`config.mk`:
```
export PLATFORM = sky130hd
export DESIGN_NAME = order_message_parser
export DESIGN_NICKNAME = d
export VERILOG_FILES = /design/src/rtl/core/omp_pkg.sv /design/src/rtl/core/omp_scan.sv /design/src/rtl/core/omp_record.sv /design/src/rtl/core/order_message_parser.sv
export SDC_FILE = /design/constraint.sdc
export NUM_CORES = 1
export LEC_CHECK = 0
export BUFFER_PORTS_ARGS = -buffer_cell sky130_fd_sc_hd__buf_2
export CAP_MARGIN = 20
export CORE_UTILIZATION = 55
export CTS_CLUSTER_DIAMETER = 30
export DETAILED_ROUTE_END_ITERATION = 6
export GPL_ROUTABILITY_DRIVEN = 0
export GPL_TIMING_DRIVEN = 0
export PLACE_DENSITY = 0.85
export SLEW_MARGIN = 5
export SYNTH_ARGS = -nofsm -noshare
export SYNTH_HDL_FRONTEND = slang
export SYNTH_SLANG_ARGS = --single-unit
```
`constraint.sdc`:
```
create_clock -name clk -period 8.05 [get_ports clk]
set_input_delay 0.4025 -clock clk [delete_from_list [all_inputs] [get_ports clk]]
set_output_delay 0.4025 -clock clk [all_outputs]
set_load 0.01 [all_outputs]
```
`src/rtl/core/omp_pkg.sv`:
```
`default_nettype none

// Shared types, constants and keyword tables of the order message parser.
package omp_pkg;

	// Product name characters kept from the third word.
	localparam int NAME_CHARS = 8;
	// Largest number accepted by the range checks.
	localparam int MAX_VALUE  = 999999;
	// Value that a number too large saturates to.
	localparam int SAT_VALUE  = MAX_VALUE + 1;

	// Digit accumulator, stored word number and multiply-accumulate widths.
	localparam int NUM_W = 21;
	localparam int WN_W  = NUM_W + 1;
	localparam int ACC_W = NUM_W + 4;

	// Number of stored word numbers and of keywords.
	localparam int NUM_WORDS = 4;
	localparam int KW_COUNT  = 4;

	// Port widths.
	localparam int CHAR_W      = 8;
	localparam int TRADER_W    = 16;
	localparam int VALUE_W     = 32;
	localparam int NAME_W      = 64;
	localparam int LEN_W       = 4;
	localparam int KIND_W      = 3;
	localparam int IN_TDATA_W  = 24;
	localparam int OUT_TDATA_W = 184;

	// Saturation limits of the word counter and character position.
	localparam logic [2:0] WC_MAX  = 3'd7;
	localparam logic [2:0] POS_MAX = 3'd7;

	// Word index that holds the product name.
	localparam logic [2:0] NAME_WORD = 3'd2;

	// Characters with a meaning of their own.
	localparam logic [CHAR_W-1:0] CH_TAB   = 8'h09;
	localparam logic [CHAR_W-1:0] CH_CR    = 8'h0D;
	localparam logic [CHAR_W-1:0] CH_SPACE = 8'h20;
	localparam logic [CHAR_W-1:0] CH_PLUS  = 8'h2B;
	localparam logic [CHAR_W-1:0] CH_MINUS = 8'h2D;
	localparam logic [CHAR_W-1:0] CH_ZERO  = 8'h30;
	localparam logic [CHAR_W-1:0] CH_NINE  = 8'h39;

	// Bit positions in the number scan flags.
	localparam int FLAG_SIGN  = 0;
	localparam int FLAG_MINUS = 1;
	localparam int FLAG_DIGIT = 2;
	localparam int FLAG_STOP  = 3;

	// Field value reported where a field does not apply.
	localparam logic [VALUE_W-1:0] NO_VALUE = 32'h8000_0000;

	// Record kinds; the first four double as keyword indexes.
	typedef enum logic [KIND_W-1:0] {
		KIND_BUY     = 3'd0,
		KIND_SELL    = 3'd1,
		KIND_AMEND   = 3'd2,
		KIND_CANCEL  = 3'd3,
		KIND_INVALID = 3'd4
	} kind_t;

	// Everything the record decode needs, captured at the end of a message.
	typedef struct packed {
		logic [TRADER_W-1:0]                   trader;
		logic [2:0]                            word_count;
		logic [KW_COUNT-1:0]                   kw_match;
		logic [NUM_WORDS-1:0][WN_W-1:0]        word_numbers;
		logic [NAME_W-1:0]                     name;
		logic [LEN_W-1:0]                      name_count;
	} snap_t;

	// One decoded record.
	typedef struct packed {
		logic [TRADER_W-1:0] trader;
		kind_t               kind;
		logic [VALUE_W-1:0]  order_ref;
		logic [VALUE_W-1:0]  quantity;
		logic [VALUE_W-1:0]  price;
		logic [NAME_W-1:0]   product_text;
		logic [LEN_W-1:0]    product_len;
	} rec_t;

	// Length of each keyword.
	function automatic logic [2:0] kw_len(input logic [1:0] k);
		logic [2:0] len;
		unique case (k)
			2'd0: len = 3'd3;
			2'd1: len = 3'd4;
			2'd2: len = 3'd5;
			2'd3: len = 3'd6;
			default: len = 3'd0;
		endcase
		return len;
	endfunction

	// Words that a message opening with each keyword must have.
	function automatic logic [2:0] kw_words(input logic [1:0] k);
		logic [2:0] n;
		unique case (k)
			2'd0: n = 3'd5;
			2'd1: n = 3'd5;
			2'd2: n = 3'd4;
			2'd3: n = 3'd2;
			default: n = 3'd0;
		endcase
		return n;
	endfunction

	// Character of keyword k at position pos; zero past its end.
	function automatic logic [CHAR_W-1:0] kw_char(input logic [1:0] k, input logic [2:0] pos);
		logic [CHAR_W-1:0] ch;
		ch = 8'h00;
		unique case (k)
			2'd0: begin
				unique case (pos)
					3'd0: ch = "B";
					3'd1: ch = "U";
					3'd2: ch = "Y";
					default: ch = 8'h00;
				endcase
			end
			2'd1: begin
				unique case (pos)
					3'd0: ch = "S";
					3'd1: ch = "E";
					3'd2: ch = "L";
					3'd3: ch = "L";
					default: ch = 8'h00;
				endcase
			end
			2'd2: begin
				unique case (pos)
					3'd0: ch = "A";
					3'd1: ch = "M";
					3'd2: ch = "E";
					3'd3: ch = "N";
					3'd4: ch = "D";
					default: ch = 8'h00;
				endcase
			end
			2'd3: begin
				unique case (pos)
					3'd0: ch = "C";
					3'd1: ch = "A";
					3'd2: ch = "N";
					3'd3: ch = "C";
					3'd4: ch = "E";
					3'd5: ch = "L";
					default: ch = 8'h00;
				endcase
			end
			default: ch = 8'h00;
		endcase
		return ch;
	endfunction

endpackage

`default_nettype wire

```
`src/rtl/core/omp_scan.sv`:
```
`default_nettype none

// Character scanner: keeps the per-message state, updates it with each
// accepted character and captures a snapshot of the message on its last one.
module omp_scan (
	input  wire logic                            clk,
	input  wire logic                            arst_n,
	input  wire logic                            in_valid,
	output logic                                 in_ready,
	input  wire logic [omp_pkg::CHAR_W-1:0]      char_in,
	input  wire logic                            last,
	input  wire logic [omp_pkg::TRADER_W-1:0]    trader_in,
	output logic                                 snap_valid,
	input  wire logic                            snap_ready,
	output omp_pkg::snap_t                       snap
);

	// Message state.
	logic [2:0]                                        word_count_q;
	logic                                              in_word_q;
	logic [2:0]                                        char_pos_q;
	logic [omp_pkg::KW_COUNT-1:0]                      kw_match_q;
	logic [omp_pkg::NUM_W-1:0]                         num_value_q;
	logic [3:0]                                        num_flags_q;
	logic [omp_pkg::NAME_W-1:0]                        name_q;
	logic [omp_pkg::LEN_W-1:0]                         name_count_q;
	logic [omp_pkg::NUM_WORDS-1:0][omp_pkg::WN_W-1:0]  word_numbers_q;

	// Snapshot register.
	logic                                              snap_valid_s1;
	omp_pkg::snap_t                                    snap_s1;

	logic                                              accept;
	logic                                              is_ws;
	logic                                              do_finish;
	logic [2:0]                                        base_pos;
	logic [omp_pkg::NUM_W-1:0]                         base_value;
	logic [3:0]                                        base_flags;
	logic [2:0]                                        t_pos;
	logic [omp_pkg::KW_COUNT-1:0]                      t_kw;
	logic [omp_pkg::NUM_W-1:0]                         t_value;
	logic [3:0]                                        t_flags;
	logic [omp_pkg::NAME_W-1:0]                        t_name;
	logic [omp_pkg::LEN_W-1:0]                         t_name_count;
	logic [omp_pkg::ACC_W-1:0]                         acc;
	logic                                              is_digit;
	logic [2:0]                                        w_pos;
	logic [omp_pkg::KW_COUNT-1:0]                      w_kw;
	logic [omp_pkg::NUM_W-1:0]                         w_value;
	logic [3:0]                                        w_flags;
	logic [omp_pkg::NAME_W-1:0]                        w_name;
	logic [omp_pkg::LEN_W-1:0]                         w_name_count;
	logic [omp_pkg::KW_COUNT-1:0]                      f_kw;
	logic [2:0]                                        f_word_count;
	logic [omp_pkg::WN_W-1:0]                          f_number;
	logic [omp_pkg::NUM_WORDS-1:0][omp_pkg::WN_W-1:0]  f_word_numbers;
	logic [2:0]                                        wn_index;

	// The scanner takes a character whenever the snapshot register can move on.
	assign in_ready = !snap_valid_s1 || snap_ready;
	assign accept   = in_valid && in_ready;

	// Whitespace is space, tab, LF, VT, FF and CR.
	assign is_ws = (char_in == omp_pkg::CH_SPACE) ||
		((char_in >= omp_pkg::CH_TAB) && (char_in <= omp_pkg::CH_CR));
	assign is_digit = (char_in >= omp_pkg::CH_ZERO) && (char_in <= omp_pkg::CH_NINE);

	// A word that starts here sees a fresh position, value and flags.
	assign base_pos   = in_word_q ? char_pos_q : 3'd0;
	assign base_value = in_word_q ? num_value_q : '0;
	assign base_flags = in_word_q ? num_flags_q : 4'd0;

	// Value times ten plus the new digit.
	assign acc = omp_pkg::ACC_W'({base_value, 3'b000}) + omp_pkg::ACC_W'({base_value, 1'b0}) +
		omp_pkg::ACC_W'(char_in[3:0]);

	// Update of the word state by a character that is not whitespace.
	always_comb begin
		t_kw         = kw_match_q;
		t_value      = base_value;
		t_flags      = base_flags;
		t_name       = name_q;
		t_name_count = name_count_q;
		t_pos        = (base_pos == omp_pkg::POS_MAX) ? omp_pkg::POS_MAX : base_pos + 3'd1;

		// Keyword match on the first word.
		if (word_count_q == 3'd0) begin
			for (int k = 0; k < omp_pkg::KW_COUNT; k++) begin
				if ((base_pos >= omp_pkg::kw_len(2'(k))) ||
					(omp_pkg::kw_char(2'(k), base_pos) != char_in)) begin
					t_kw[k] = 1'b0;
				end
			end
		end else if ((word_count_q <= 3'd4) && !base_flags[omp_pkg::FLAG_STOP]) begin
			// Number scan: optional sign first, then digits until anything else.
			if ((base_pos == 3'd0) &&
				((char_in == omp_pkg::CH_PLUS) || (char_in == omp_pkg::CH_MINUS))) begin
				t_flags[omp_pkg::FLAG_SIGN] = 1'b1;
				if (char_in == omp_pkg::CH_MINUS) begin
					t_flags[omp_pkg::FLAG_MINUS] = 1'b1;
				end
			end else if (is_digit) begin
				if (acc > omp_pkg::ACC_W'(omp_pkg::SAT_VALUE)) begin
					t_value = omp_pkg::NUM_W'(omp_pkg::SAT_VALUE);
				end else begin
					t_value = acc[omp_pkg::NUM_W-1:0];
				end
				t_flags[omp_pkg::FLAG_DIGIT] = 1'b1;
			end else begin
				t_flags[omp_pkg::FLAG_STOP] = 1'b1;
			end
		end

		// Product name characters.
		if ((word_count_q == omp_pkg::NAME_WORD) &&
			(name_count_q < omp_pkg::LEN_W'(omp_pkg::NAME_CHARS))) begin
			t_name[8*name_count_q[2:0] +: 8] = char_in;
			t_name_count = name_count_q + 4'd1;
		end
	end

	// Word state after this character, and whether the word ends here.
	assign w_pos        = is_ws ? char_pos_q   : t_pos;
	assign w_kw         = is_ws ? kw_match_q   : t_kw;
	assign w_value      = is_ws ? num_value_q  : t_value;
	assign w_flags      = is_ws ? num_flags_q  : t_flags;
	assign w_name       = is_ws ? name_q       : t_name;
	assign w_name_count = is_ws ? name_count_q : t_name_count;
	assign do_finish    = is_ws ? in_word_q    : last;

	// Number that a finished word stores.
	always_comb begin
		if (!w_flags[omp_pkg::FLAG_DIGIT]) begin
			f_number = '1;
		end else if (w_flags[omp_pkg::FLAG_MINUS] && (w_value != '0)) begin
			f_number = '1;
		end else begin
			f_number = {1'b0, w_value};
		end
	end

	assign wn_index = word_count_q - 3'd1;

	// Finishing a word: keyword length check, number store, word count.
	always_comb begin
		f_kw           = w_kw;
		f_word_numbers = word_numbers_q;
		f_word_count   = word_count_q;
		if (do_finish) begin
			if (word_count_q == 3'd0) begin
				for (int k = 0; k < omp_pkg::KW_COUNT; k++) begin
					if (w_pos != omp_pkg::kw_len(2'(k))) begin
						f_kw[k] = 1'b0;
					end
				end
			end else if (word_count_q <= 3'd4) begin
				f_word_numbers[wn_index[1:0]] = f_number;
			end
			if (word_count_q != omp_pkg::WC_MAX) begin
				f_word_count = word_count_q + 3'd1;
			end
		end
	end

	// Message state; everything returns to its reset value after the last character.
	always_ff @(posedge clk or negedge arst_n) begin
		if (!arst_n) begin
			word_count_q <= 3'd0;
			in_word_q    <= 1'b0;
			char_pos_q   <= 3'd0;
			kw_match_q   <= '1;
			num_value_q  <= '0;
			num_flags_q  <= 4'd0;
			name_q       <= '0;
			name_count_q <= '0;
		end else if (accept) begin
			if (last) begin
				word_count_q <= 3'd0;
				in_word_q    <= 1'b0;
				char_pos_q   <= 3'd0;
				kw_match_q   <= '1;
				num_value_q  <= '0;
				num_flags_q  <= 4'd0;
				name_q       <= '0;
				name_count_q <= '0;
			end else begin
				word_count_q <= f_word_count;
				in_word_q    <= !is_ws;
				char_pos_q   <= w_pos;
				kw_match_q   <= f_kw;
				num_value_q  <= w_value;
				num_flags_q  <= w_flags;
				name_q       <= w_name;
				name_count_q <= w_name_count;
			end
		end
	end

	// Stored word numbers are only read once written in the same message.
	always_ff @(posedge clk) begin
		if (accept) begin
			word_numbers_q <= f_word_numbers;
		end
	end

	// Snapshot register valid.
	always_ff @(posedge clk or negedge arst_n) begin
		if (!arst_n) begin
			snap_valid_s1 <= 1'b0;
		end else if (in_ready) begin
			snap_valid_s1 <= accept && last;
		end
	end

	// Snapshot payload.
	always_ff @(posedge clk) begin
		if (accept && last) begin
			snap_s1.trader       <= trader_in;
			snap_s1.word_count   <= f_word_count;
			snap_s1.kw_match     <= f_kw;
			snap_s1.word_numbers <= f_word_numbers;
			snap_s1.name         <= w_name;
			snap_s1.name_count   <= w_name_count;
		end
	end

	assign snap_valid = snap_valid_s1;
	assign snap       = snap_s1;

endmodule

`default_nettype wire

```
`src/rtl/core/omp_record.sv`:
```
`default_nettype none

// Record decode: keyword and word count check, field selection, range
// checks, and the output register.
module omp_record (
	input  wire logic              clk,
	input  wire logic              arst_n,
	input  wire logic              snap_valid,
	output logic                   snap_ready,
	input  wire omp_pkg::snap_t    snap,
	output logic                   out_valid,
	input  wire logic              out_ready,
	output omp_pkg::rec_t          rec
);

	localparam logic signed [omp_pkg::WN_W-1:0] MaxWn = omp_pkg::WN_W'(omp_pkg::MAX_VALUE);

	logic                          out_valid_q;
	omp_pkg::rec_t                 rec_q;
	omp_pkg::kind_t                kw_kind;
	omp_pkg::kind_t                kind;
	logic signed [omp_pkg::WN_W-1:0] oid;
	logic signed [omp_pkg::WN_W-1:0] qty;
	logic signed [omp_pkg::WN_W-1:0] prc;
	logic                          oid_ok;
	logic                          qty_ok;
	logic                          prc_ok;
	omp_pkg::rec_t                 rec_d;

	assign snap_ready = !out_valid_q || out_ready;

	// First keyword whose text and word count both match.
	always_comb begin
		kw_kind = omp_pkg::KIND_INVALID;
		for (int k = omp_pkg::KW_COUNT - 1; k >= 0; k--) begin
			if (snap.kw_match[k] && (snap.word_count == omp_pkg::kw_words(2'(k)))) begin
				kw_kind = omp_pkg::kind_t'(3'(k));
			end
		end
	end

	assign oid = snap.word_numbers[0];
	assign qty = (kw_kind == omp_pkg::KIND_AMEND) ? snap.word_numbers[1] : snap.word_numbers[2];
	assign prc = (kw_kind == omp_pkg::KIND_AMEND) ? snap.word_numbers[2] : snap.word_numbers[3];

	assign oid_ok = (oid >= 0) && (oid <= MaxWn);
	assign qty_ok = (qty >= 1) && (qty <= MaxWn);
	assign prc_ok = (prc >= 1) && (prc <= MaxWn);

	// Range checks turn a well-formed message into an invalid record.
	always_comb begin
		unique case (kw_kind)
			omp_pkg::KIND_BUY, omp_pkg::KIND_SELL, omp_pkg::KIND_AMEND:
				kind = (oid_ok && qty_ok && prc_ok) ? kw_kind : omp_pkg::KIND_INVALID;
			omp_pkg::KIND_CANCEL:
				kind = oid_ok ? kw_kind : omp_pkg::KIND_INVALID;
			default:
				kind = omp_pkg::KIND_INVALID;
		endcase
	end

	// Fields reported follow the keyword, not the range check.
	always_comb begin
		rec_d.trader       = snap.trader;
		rec_d.kind         = kind;
		rec_d.order_ref    = omp_pkg::NO_VALUE;
		rec_d.quantity     = omp_pkg::NO_VALUE;
		rec_d.price        = omp_pkg::NO_VALUE;
		rec_d.product_text = '0;
		rec_d.product_len  = '0;
		if (kw_kind != omp_pkg::KIND_INVALID) begin
			rec_d.order_ref = {{(omp_pkg::VALUE_W-omp_pkg::WN_W){oid[omp_pkg::WN_W-1]}}, oid};
		end
		if ((kw_kind == omp_pkg::KIND_BUY) || (kw_kind == omp_pkg::KIND_SELL) ||
			(kw_kind == omp_pkg::KIND_AMEND)) begin
			rec_d.quantity = {{(omp_pkg::VALUE_W-omp_pkg::WN_W){qty[omp_pkg::WN_W-1]}}, qty};
			rec_d.price    = {{(omp_pkg::VALUE_W-omp_pkg::WN_W){prc[omp_pkg::WN_W-1]}}, prc};
		end
		if ((kw_kind == omp_pkg::KIND_BUY) || (kw_kind == omp_pkg::KIND_SELL)) begin
			rec_d.product_text = snap.name;
			rec_d.product_len  = snap.name_count;
		end
	end

	// Output register valid.
	always_ff @(posedge clk or negedge arst_n) begin
		if (!arst_n) begin
			out_valid_q <= 1'b0;
		end else if (snap_ready) begin
			out_valid_q <= snap_valid;
		end
	end

	// Output register payload.
	always_ff @(posedge clk) begin
		if (snap_valid && snap_ready) begin
			rec_q <= rec_d;
		end
	end

	assign out_valid = out_valid_q;
	assign rec       = rec_q;

endmodule

`default_nettype wire

```
`src/rtl/core/order_message_parser.sv`:
```
// Order message parser. Characters of an order message stream in, one per
// transfer and one per cycle at full rate; the transfer with tlast set ends the
// message, and its decoded record passes the snapshot register, then the output register.
// The block has two record registers (a message snapshot and the output
// register), so the input keeps taking characters while a record waits to be
// taken and drops tready only when both hold an untaken record. Words are split
// on any whitespace, the first word selects BUY, SELL, AMEND or CANCEL, and the
// numbers in the following words are read in decimal with an optional sign,
// saturating above 999999; out-of-range fields mark the record invalid.
`default_nettype none

module order_message_parser (
	input  wire logic                               clk,
	input  wire logic                               arst_n,
	input  wire logic                               s_axis_tvalid,
	output logic                                    s_axis_tready,
	// char_in [7:0], trader_in [23:8]
	input  wire logic [omp_pkg::IN_TDATA_W-1:0]     s_axis_tdata,
	input  wire logic                               s_axis_tlast,
	output logic                                    m_axis_tvalid,
	input  wire logic                               m_axis_tready,
	// trader_out [15:0], order_ref [47:16], quantity [79:48], price [111:80],
	// product_text [175:112], product_len [179:176], zero [183:180]
	output logic [omp_pkg::OUT_TDATA_W-1:0]         m_axis_tdata,
	// kind [2:0]
	output logic [omp_pkg::KIND_W-1:0]              m_axis_tuser
);

	logic              snap_valid;
	logic              snap_ready;
	omp_pkg::snap_t    snap;
	omp_pkg::rec_t     rec;

	// Character scanner and message snapshot.
	omp_scan u_scan (
		.clk        (clk),
		.arst_n     (arst_n),
		.in_valid   (s_axis_tvalid),
		.in_ready   (s_axis_tready),
		.char_in    (s_axis_tdata[omp_pkg::CHAR_W-1:0]),
		.last       (s_axis_tlast),
		.trader_in  (s_axis_tdata[omp_pkg::CHAR_W +: omp_pkg::TRADER_W]),
		.snap_valid (snap_valid),
		.snap_ready (snap_ready),
		.snap       (snap)
	);

	// Record decode and output register.
	omp_record u_record (
		.clk        (clk),
		.arst_n     (arst_n),
		.snap_valid (snap_valid),
		.snap_ready (snap_ready),
		.snap       (snap),
		.out_valid  (m_axis_tvalid),
		.out_ready  (m_axis_tready),
		.rec        (rec)
	);

	// Pack the record fields, lowest field first.
	assign m_axis_tdata = {4'b0000, rec.product_len, rec.product_text, rec.price,
		rec.quantity, rec.order_ref, rec.trader};
	assign m_axis_tuser = rec.kind;

endmodule

`default_nettype wire

```
==> impl_metrics.env, run 1 <==
export IMPL_path_clk_slew_ns=0.06
export IMPL_tns_ns=0
export IMPL_synth_warnings=0
export IMPL_crit_type="reg -> reg"
export IMPL_vias=18000
export IMPL_ctsRootBufferMaster="clkbuf_16"
export IMPL_hold_ws_ns=0.151
export IMPL_hold_violations=0
export IMPL_coreArea_um2=42300
export IMPL_die_w_um=210
export IMPL_syn_mean_instance_area_um2=12.7
export IMPL_ctsHoldBuffers=17
export IMPL_path_max_fanout=10
export IMPL_postLayoutCellArea_um2=28500
export IMPL_drive_gt1_share_pct=20.2
export IMPL_p_per_area_nw_per_um2=249
export IMPL_drt_iter0_drc=2400
export IMPL_cp_arrival_ns=7.22
export IMPL_drt_pre_antenna_iters=6
export IMPL_cts_tree="done"
export IMPL_status="completed"
export IMPL_synth_distinct_cells=81
export IMPL_maxCapViolations=0
export IMPL_drt_wl_total_mm=65.2
export IMPL_seq_area_frac_synth_pct=64.4
export IMPL_grt_pass1_vias=17600
export IMPL_fin_crit_ns=6.87
export IMPL_clock_sinks=528
export IMPL_portBuffers=208
export IMPL_synth_edf_count=423
export IMPL_fin_skew_ns=0.0223
export IMPL_ios=218
export IMPL_postRouteAntennaNets=0
export IMPL_final_nets=2276
export IMPL_syn_inst=1880
export IMPL_antenna_found_initial=0
export IMPL_cts_setup_buffers=0
export IMPL_multi_input_area_um2=7670
export IMPL_wire_per_inst_um=23.0
export IMPL_start_kind="flop"
export IMPL_max_vdd_ir_drop_mv=0.168
export IMPL_postLayoutCoreUtil_pct=67.3
export IMPL_cts_buffer_depth=3
export IMPL_p_leak_nw=11.2
export IMPL_postCtsResizedCells=0
export IMPL_tightest_slew_ns=1.04
export IMPL_die_area_um2=44100
export IMPL_grt_start_max_net_pins=119
export IMPL_drc=0
export IMPL_clk_latency_ns=0.60
export IMPL_syn_area_um2=23800
export IMPL_fin_cells=2833
export IMPL_min_period_over_period_pct=85.3
export IMPL_crit_path_end_kind="flop"
export IMPL_start_util_pct=56.3
export IMPL_seq_area_um2=15300
export IMPL_dp_worst_setup_slack_ns=1.54
export IMPL_grt_remaining_overflow=0
export IMPL_post_dp_cell_area_um2=25700
export IMPL_slew_viol_final=0
export IMPL_fmax_mhz=146
export IMPL_viasPerCell=6.37
export IMPL_syn_to_final_growth_pct=19.6
export IMPL_finalWorstSetupSlack_ns=1.18
export IMPL_mostFrequentLayoutCell="edfxtp_1"
export IMPL_post_place_cells=2673
export IMPL_p_total_mw=7.09
export IMPL_layout_common_cells="edfxtp_1 (423), buf_2 (220), nand2_1 (156)"
export IMPL_grt_pass1_wl_mm=99.7
export IMPL_ys_ff_latch=528
export IMPL_rsz0062_at_grt="no"
export IMPL_track_usage_pct=29.4
export IMPL_slew_headroom_pct=29.8
export IMPL_ys_async_sr_fraction_pct=19.9
export IMPL_worstPathRequired_ns=8.40
export IMPL_hold_class="in -> reg"
export IMPL_fillers=2724
export IMPL_h_tree_depth=3
export IMPL_synthFlopType="edfxtp_1"
export IMPL_rows=75
export IMPL_die_y_um=210
export IMPL_dpl_hpwl_mm=43.0
export IMPL_setup_viol=0
export IMPL_cts_made_buffers=76
## cell families after synthesis
kind of cell / count (synthesis) / share of synthesized area, %
and+or+nand+nor: 594 / 12.7
DFF: 528 / 64.4
AOI/OAI and AO/OA: 463 / 13.8
buffers and inverters: 175 / 3.45
adders and majority gates: 55 / 2.92
muxes: 39 / 1.81
xor gates and xnor gates: 25 / 0.919
other: 1 / 0.0157
## cells in the mapped netlist (all sizes together), types with 17 or more instances
| master | n | share of area, % |
|---|---|---|
| nand4 | 17 | 0.51 |
| dfrtp | 101 | 11 |
| a22o | 115 | 4.2 |
| inv | 23 | 0.36 |
| and2 | 128 | 3.4 |
| nor2 | 142 | 2.2 |
| o21ai | 101 | 2.1 |
| clkbuf | 94 | 1.5 |
| nand2 | 156 | 2.5 |
| nor3 | 47 | 1.2 |
| nor4 | 17 | 0.50 |
| ha | 54 | 2.8 |
| mux2 | 32 | 1.5 |
| edfxtp | 423 | 53 |
| nand3 | 22 | 0.46 |
| a211oi | 25 | 0.83 |
| buf | 58 | 1.6 |
| o32ai | 30 | 1.1 |
| a21oi | 79 | 1.7 |
## final timing paths
check	startpoint	endpoint	slack (ns)	cells past startpoint
worst max-delay path	u_scan.in_word_q$_DFFE_PN0P_	u_scan.snap[69]$_DFFE_PP_	1.18	20
worst min-delay path	m_axis_tready	u_record.out_valid$_DFFE_PN0P_	0.15	3
worst max register to register	u_scan.in_word_q$_DFFE_PN0P_	u_scan.snap[69]$_DFFE_PP_	1.18	20
worst min register to register	u_scan.snap[173]$_DFFE_PP_	u_record.rec[177]$_DFFE_PP_	0.42	0
max in group asynchronous	arst_n	u_scan.kw_match_q[0]$_DFFE_PN1P_	7.06	3
min in group asynchronous	arst_n	u_scan.name_q[3]$_DFFE_PN0P_	0.26	2
## cell type report
cell class	instances	area share (%)
multi-input cells	1180	26.9
repair buffers	231	4.76
plain buffers	152	2.59
flip-flops and latches	528	53.9
diodes	1	0.00879
well taps	577	2.54
clock buffers	89	7.29
clock inverters	52	1.68
inverters	23	0.330
## registers in the layout (all words and copies together), names as in the netlist, 3 cells and up
name / cells
u_scan.name_count_q: 4
u_record.rec: 156
u_scan.snap: 179
u_scan.word_numbers_q: 88
u_scan.num_value_q: 21
u_scan.char_pos_q: 3
u_scan.word_count_q: 3
u_scan.num_flags_q: 3
u_scan.name_q: 64
u_scan.kw_match_q: 4
## routing by layer
metal / vias to the layer above / GRT usage, % / routed length [um]
li1: 7694 / - / -
met1: 8656 / 38.0 / 23700
met2: 1448 / 46.6 / 30800
met3: 242 / 7.17 / 7750
met4: 0 / 14.4 / 2970
met5: - / 0 / 0
## where the power goes
group | switching (mW) | leakage, nW | internal, mW
combinational | 0.407 | 4.47 | 0.189
sequential | 0.0727 | 5.48 | 3.16
clock | 1.30 | 1.24 | 1.96
total | 1.78 | 11.2 | 5.31
## critical path, stage by stage (launching register included)
cell,delay [ns]
dfrtp_1,0.33
clkbuf_1,0.28
clkbuf_1,0.51
clkbuf_1,0.46
clkbuf_1,0.36
and2_1,0.27
ha_1,0.26
ha_1,0.39
and3_1,0.24
a221o_1,0.39
a221oi_2,0.42
o21ai_0,0.19
xnor2_1,0.20
o2111a_1,0.26
and2_1,0.14
buf_2,0.20
buf_2,0.24
nand3_1,0.28
nor2_1,0.64
o32ai_1,0.22
nor2_1,0.35
No activity file was read; power rests on OpenSTA's default activity.
==> inputs of run 2 (changes only) <==
--- a/config.mk
+++ b/config.mk
@@ -8,11 +8,12 @@
 export BUFFER_PORTS_ARGS = -buffer_cell sky130_fd_sc_hd__buf_2
 export CAP_MARGIN = 20
 export CORE_UTILIZATION = 55
-export CTS_CLUSTER_DIAMETER = 30
+export CTS_CLUSTER_DIAMETER = 100
 export DETAILED_ROUTE_END_ITERATION = 6
 export GPL_ROUTABILITY_DRIVEN = 0
 export GPL_TIMING_DRIVEN = 0
-export PLACE_DENSITY = 0.85
+export PLACE_DENSITY = 0.81
+export RECOVER_POWER = 50
 export SLEW_MARGIN = 5
 export SYNTH_ARGS = -nofsm -noshare
 export SYNTH_HDL_FRONTEND = slang
==> impl_metrics.env, run 2 (synthesis results as in run 1) <==
export IMPL_min_period_over_period_pct=84.8
export IMPL_grt_pass1_wl_mm=92.2
export IMPL_syn_to_final_growth_pct=13.9
export IMPL_holdPathStages=1
export IMPL_slew_viol_final=418
export IMPL_cp_arrival_ns=7.18
export IMPL_start_util_pct=56.3
export IMPL_swShare_pct=23.7
export IMPL_reg2reg_slack_ns=1.23
export IMPL_max_stage_delay_ns=0.95
export IMPL_clk_latency_ns=0.58
export IMPL_rows=75
export IMPL_cts_buffer_depth=3
export IMPL_internal_power_mw=4.65
export IMPL_wire_per_inst_um=21.9
export IMPL_drive_gt1_share_pct=10.7
export IMPL_hold_violations=0
export IMPL_path_clk_slew_ns=0.06
export IMPL_startpoint="u_scan.in_word_q$_DFFE_PN0P_"
export IMPL_fin_crit_ns=6.82
export IMPL_status="finished with violations"
export IMPL_layout_common_cells="edfxtp_1 (423), clkbuf_1 (268), nand2_1 (156)"
export IMPL_grt_start_max_net_pins=113
export IMPL_largest_reg_flops=179
export IMPL_fmax_mhz=147
export IMPL_postLayoutCellArea_um2=27100
export IMPL_max_vdd_ir_drop_mv=0.155
export IMPL_fin_skew_ns=0.0262
export IMPL_grt_remaining_overflow=0
export IMPL_grt_pass1_vias=16500
export IMPL_crit_buf_inv=6
export IMPL_ctsRootBufferMaster="clkbuf_16"
export IMPL_crit_type="reg -> reg"
export IMPL_violations="max-capacitance violations, max-slew violations"
export IMPL_holdPathEnd="u_scan.snap[169]$_DFFE_PP_"
export IMPL_track_usage_pct=27.1
export IMPL_hold_class="in -> reg"
export IMPL_worstPathRequired_ns=8.40
export IMPL_slew_headroom_pct=-140
export IMPL_final_nets=2240
export IMPL_r2r_cells=20
export IMPL_ios=218
export IMPL_p_clk_share_pct=37.8
export IMPL_p_leak_nw=10.2
export IMPL_maxCapViolations=7
export IMPL_mostFrequentLayoutCell="edfxtp_1"
export IMPL_die_y_um=210
export IMPL_tightest_slew_ns=3.60
export IMPL_comb_power_share_pct=9.1
export IMPL_drt_wl_total_mm=60.6
export IMPL_dpl_hpwl_mm=42.3
export IMPL_cts_made_buffers=49
export IMPL_antenna_found_initial=0
export IMPL_coreArea_um2=42300
export IMPL_drt_iter0_drc=2216
export IMPL_rsz0062_at_grt="no"
export IMPL_switchingPower_mw=1.45
export IMPL_viasPerCell=6.22
export IMPL_diodes=0
export IMPL_crit_path_end_kind="flop"
export IMPL_portBuffers=208
export IMPL_cts_setup_buffers=0
export IMPL_setup_viol=0
export IMPL_tns_ns=0
export IMPL_hp_start="s_axis_tdata[14]"
export IMPL_drc=0
export IMPL_p_per_area_nw_per_um2=225
export IMPL_vias=17200
export IMPL_p_total_mw=6.09
export IMPL_crit_top_cell="clkbuf_1"
export IMPL_h_tree_depth=2
export IMPL_post_dp_cell_area_um2=25700
export IMPL_die_area_um2=44100
export IMPL_clock_sinks=528
export IMPL_die_w_um=210
export IMPL_path_max_fanout=10
export IMPL_reg2reg_from="u_scan.in_word_q$_DFFE_PN0P_"
export IMPL_power_share_sequential_pct=53.1
export IMPL_crit_chain="clkbuf_1, clkbuf_1, clkbuf_1, clkbuf_1, and2_1, ha_1, ha_1, and3_1, a221o_1, a221oi_2, o21ai_0, xnor2_1, o2111a_1, and2_1, buf_2, buf_2, nand3_1, o21ai_0, nor2_1, nor3_1"
export IMPL_cts_tree="done"
export IMPL_start_kind="flop"
export IMPL_postRouteAntennaNets=0
export IMPL_critical_path_top_delay_family="compound AO/OA/AOI/OAI gates"
export IMPL_r2r_end="u_scan.word_numbers_q[66]$_DFFE_PP_"
export IMPL_drt_pre_antenna_iters=7
export IMPL_crit_slowest_cell="o21ai_0"
==> run 2: changes by cell type in the layout (fill, tap and decap cells not counted), sizes merged <==
cell,delta
inv,-17
clkinv,-8
diode,-1
buf,-191
clkinvlp,-6
dlygate4sd3,-9
clkbuf,+173
==> run 2: repair_timing <==
item	in CTS	in global routing
resized for setup	0	0
hold buffers	8	0
endpoints found under the hold margin	58	0
==> run 2: how the worst max path moves through the flow <==
stage | end | cells past startpoint
6_report | u_scan.word_numbers_q[66]$_DFFE_PP_ | 20
5_1_grt | u_scan.snap[68]$_DFFE_PP_ | 20
4_1_cts | u_scan.word_numbers_q[66]$_DFFE_PP_ | 20
3_5_place_dp | u_scan.snap[68]$_DFFE_PP_ | 20
3_3_place_gp | u_scan.snap[146]$_DFFE_PP_ | 4
2_1_floorplan | u_scan.snap[130]$_DFFE_PP_ | 20
==> run 2: power groups by stage <==
stage               clock [mW]  combinational, mW  sequential, mW
detailed placement           0              0.560            3.28
floorplan                    0              0.317            3.30
finish                    2.30              0.554            3.24
global placement             0              0.527            3.30
global route              2.41              0.598            3.25
CTS                       2.31              0.568            3.22
==> run 2: per-layer routing <==
layer / GRT usage, % / share of wire (%)
met4: 10.2 / 3.8
met3: 6.38 / 11
met5: 0 / 0
met1: 35.8 / 39
met2: 43.7 / 47
==> run 2: worst reg2reg max path: cells and delay by family, from the launching register on <==
family,cells,cell delay [ns]
xor+xnor,1,0.18
compound gates,5,2.21
flops,1,0.33
simple gates,6,1.19
buf+inv,6,2.05
fa+ha+maj,2,0.65
==> run 2: area by class of cell <==
class	instances	area [um^2]
flip-flops and latches	528	15300
repair buffers	222	971
clock inverters	21	150
well taps	577	722
inverters	23	87.6
fillers	3106	15200
multi-input cells	1180	7670
clock buffers	71	1450
plain buffers	152	734
==> run 2: through the flow <==
stage / cells / utilization, % / hold slack (ns) / setup WS (ns)
final: 2774 / 64.1 / 0.0123 / 1.23
after global routing: 2774 / 64.1 / 0.00179 / 1.06
after CTS: 2773 / 64.8 / 0.000723 / 1.54
after detailed placement: 2673 / 60.8 / 0.385 / 1.58
after global placement: 2668 / 60.5 / 0.401 / 1.10
after floorplan: 1883 / - / 0.107 / 2.93
